File: config.mk
export PLATFORM = sky130hd
export DESIGN_NAME = bptc_queue
export DESIGN_NICKNAME = d
export VERILOG_FILES = /design/src/rtl/core/bptc_queue.sv
export SDC_FILE = /design/constraint.sdc
export NUM_CORES = 1
export LEC_CHECK = 0
export BUFFER_PORTS_ARGS = -buffer_cell sky130_fd_sc_hd__buf_2
export CAP_MARGIN = 20
export CORE_UTILIZATION = 40
export DETAILED_ROUTE_END_ITERATION = 6
export SYNTH_ARGS = -nofsm -noshare
export SYNTH_HDL_FRONTEND = slang
export SYNTH_SLANG_ARGS = --single-unit
export TNS_END_PERCENT = 10
File: constraint.sdc
create_clock -name clk -period 3.2 [get_ports clk]
set_input_delay 0.64 -clock clk [delete_from_list [all_inputs] [get_ports clk]]
set_output_delay 0.64 -clock clk [all_outputs]
set_load 0.05 [all_outputs]
File: src/rtl/core/bptc_queue.sv
// Small register FIFO between front and back.
// Depends on nothing.
`timescale 1ns / 1ps
module bptc_queue #(
	parameter int W     = 8,
	parameter int DEPTH = 4
) (
	input  logic         clk,
	input  logic         arst_n,
	input  logic         wr,
	input  logic [W-1:0] wdata,
	input  logic         rd,
	output logic [W-1:0] rdata,
	output logic         full,
	output logic         empty
);
	localparam int AW = (DEPTH > 1) ? $clog2(DEPTH) : 1;

	logic [W-1:0]  mem_q [DEPTH];
	logic [AW-1:0] wptr_q, rptr_q;
	logic [AW:0]   cnt_q;
	logic          do_wr, do_rd;

	assign full  = (cnt_q == (AW+1)'(DEPTH));
	assign empty = (cnt_q == '0);
	assign do_wr = wr && !full;
	assign do_rd = rd && !empty;
	assign rdata = mem_q[rptr_q];

	always_ff @(posedge clk or negedge arst_n) begin
		if (!arst_n) begin
			wptr_q <= '0;
			rptr_q <= '0;
			cnt_q  <= '0;
		end else begin
			if (do_wr) wptr_q <= (wptr_q == AW'(DEPTH-1)) ? '0 : wptr_q + 1'b1;
			if (do_rd) rptr_q <= (rptr_q == AW'(DEPTH-1)) ? '0 : rptr_q + 1'b1;
			if (do_wr && !do_rd) cnt_q <= cnt_q + 1'b1;
			else if (do_rd && !do_wr) cnt_q <= cnt_q - 1'b1;
		end
	end

	always_ff @(posedge clk) begin
		if (do_wr) mem_q[wptr_q] <= wdata;
	end
endmodule

==> results by group <==
Logic synthesis
  • Synthesized Nets: roughly 100
  • Yosys top cell by area: edfxtp_1
  • Post-synthesis cell type count: 19
  • Area contributors post-synth: edfxtp_1, mux4_2, dfrtp_1
  • Synthesized area per cell: 20.5 µm²
  • Netlist area before placement: 0.00162 mm²
  • Post-synth top area share: 0.594
  • Sequential-to-total area share from yosys stat: 0.702
  • Syn Inst Count: 79
  • Synthesis Warnings: 0
  • Yosys reg bits: 39

Placement
  • Placed cells: 146
  • GP Congestion: between 0.6 and 0.7
  • Buffers on Ports: 21
  • Hpwl dp: 1720 µm

Floorplanning
  • Chip Width: 65.6 µm
  • DIE AREA: 0.00430 mm²
  • CORE AREA: around 0.0038 mm²
  • Initial Utilization: 0.429
  • I/O pins: 22
  • # rows: 22
  • Vert. Die Dim: 65.6 µm

Drt
  • Final WL: 2500 µm
  • Post-route ant nets: 0
  • Vias post-DR: 743
  • # DRC: 0
  • DRT iter0 DRCs: 60
  • Vias/cell: 4.82
  • Drt pass-1 iters: 3
  • Routed WL per cell: 16.2 µm

Outcome
  • Status: finished, final reports clean

Clock tree
  • CTS tree: built
  • Root Buffer: clkbuf_8
  • Clock Sink Count: 39
  • Hold Buf Count CTS: 0
  • CTS H-tree depth: 2
  • Worst-path clk slew: 0.07 ns
  • Post-CTS resize count: 0
  • Longest Clk Path Bufs: 2
  • Worst skew pair latency: 0.29 ns
  • Setup Fix Bufs, Post-CTS: 0
  • CTS Buf Count: 5

STA
  • Final min period: 2.45 ns
  • Worst slew margin: 0.450
  • Setup tns final: 0 ns
  • Slew @ Worst Pin: 0.822 ns
  • Tcrit/Tclk final: 0.766
  • RSZ-0062 raised after global routing: no
  • Worst hold margin: 0.175 ns
  • Max Clock Skew: 0.00373 ns
  • Fmax: 408 MHz
  • Final setup viols: 0
  • Max-slew violations: 0
  • Final Hold Viols: 0

Finish
  • Fin util: 0.493
  • Synth-to-layout area growth: 14.9%
  • Share of post-route cells with drive strength above 1: 0.415
  • Ant diodes: 0
  • Total Nets Final: 124
  • Final Non-Filler Cells: 154
  • Number of fill cells: 320

GRT
  • First-pass GRT wire length: between 4000 and 5000 µm
  • GR Overflow Total: 0
  • Vias in the first global route: 825
  • Initial antenna violation count: 0
  • GRT Util Overall: 0.143
  • Largest net degree at the start of global routing: 13

Setup path
  • Crit Path Max Fanout: 11
  • Critical path data required time: around 2.6 ns
  • CP endpoint kind: output port
  • Worst setup SP type: flop
  • Critical Path AT: approximately 1.8 ns
  • Cell count of the worst reg-to-reg path: 8
  • Crit path kind: flop to output port

Min path
  • Class of the most critical hold timing path: input port to asynchronous set/reset pin

Pwr
  • Peak supply drop: ~350 µV
  • Leak: 0.707 nW
  • Total power: 1.89 mW
  • PD cells: 1020 mW/mm²

Flow run
  • Max-cap violations: 0
==> power by group <==
| group | switching [mW] | internal, mW |
|---|---|---|
| sequential | 0.121 | 0.688 |
| combinational | 0.460 | 0.304 |
| clock | 0.167 | 0.152 |
==> registers in the layout, indices dropped and copies added, names as in the netlist <==
name	count
cnt_q	3
mem_q	32
rptr_q	2
wptr_q	2
==> cells in the final DEF (no fill, tap or decap), types with 2 or more instances in the layout <==
master / instances
buf_2: 21
and2_1: 3
inv_1: 3
clkbuf_8: 5
mux4_2: 8
xor2_1: 2
nor2_1: 4
dfrtp_1: 7
ha_1: 6
mux2_4: 4
edfxtp_1: 32
==> synth_stat cells, drive strengths merged <==
| cell | instances |
|---|---|
| ha | 6 |
| mux4 | 8 |
| clkbuf | 1 |
| edfxtp | 32 |
| dfrtp | 7 |
| xnor2 | 1 |
| and2 | 3 |
| nor3 | 1 |
| inv | 3 |
| mux2 | 5 |
| nand2 | 1 |
| nand2b | 1 |
| fa | 1 |
| nor2b | 1 |
| xor2 | 2 |
| buf | 1 |
| nor2 | 4 |
| nor3b | 1 |
==> per-stage QoR <==
stage	setup WS, ns	area (µm²)
2_1_floorplan	0.193	1620
3_5_place_dp	0.991	1770
5_1_grt	0.601	1860
3_3_place_gp	1.02	1770
4_1_cts	0.664	1860
6_report	0.748	1860
==> worst paths after layout <==
kind                                       start              endpoint  slack (ns)
setup / recovery           rptr_q[0]$_DFFE_PN0P_              rdata[0]        0.75
hold / removal                            arst_n  cnt_q[2]$_DFFE_PN0P_        0.18
setup reg to reg            cnt_q[0]$_DFFE_PN0P_  cnt_q[2]$_DFFE_PN0P_        1.16
hold reg to reg             cnt_q[2]$_DFFE_PN0P_  cnt_q[2]$_DFFE_PN0P_        0.51
max in group asynchronous                 arst_n  cnt_q[1]$_DFFE_PN0P_        2.86
min in group clk            cnt_q[2]$_DFFE_PN0P_  cnt_q[2]$_DFFE_PN0P_        0.51
==> per-layer routing <==
layer / vias up / part of all wire / global-route usage
li1: 353 / - / -
met1: 369 / 0.42 / 0.169
met2: 15 / 0.51 / 0.232
met3: 6 / 0.044 / 0.0573
met4: 0 / 0.020 / 0.0571
met5: - / 0 / 0
==> final cells by class <==
class                           count  area (µm²)  share of cell area
Timing Repair Buffer               21         105              0.0565
Sequential cell                    39        1140               0.611
Clock inverter                      2        12.5             0.00673
Clock buffer                        6        72.6              0.0390
Tap cell                           48        60.1              0.0323
Multi-Input combinational cell     35         462               0.248
Inverter                            3        11.3             0.00606
==> cells by family (layout without fill, tap and decap cells) <==
kind of cell	count (synthesis)	after routing	synth area share
flops	39	39	0.702
simple gates	12	12	0.0549
mux	13	13	0.155
xor+xnor	3	3	0.0162
fa+ha+maj	7	7	0.0588
buf+inv	5	32	0.0124
==> worst max-delay path, cell delays in order (launching register included) <==
cell	delay [ns]
dfrtp_1	0.72
mux4_2	0.58
buf_2	0.22
Power figures use the tool's default switching activity.
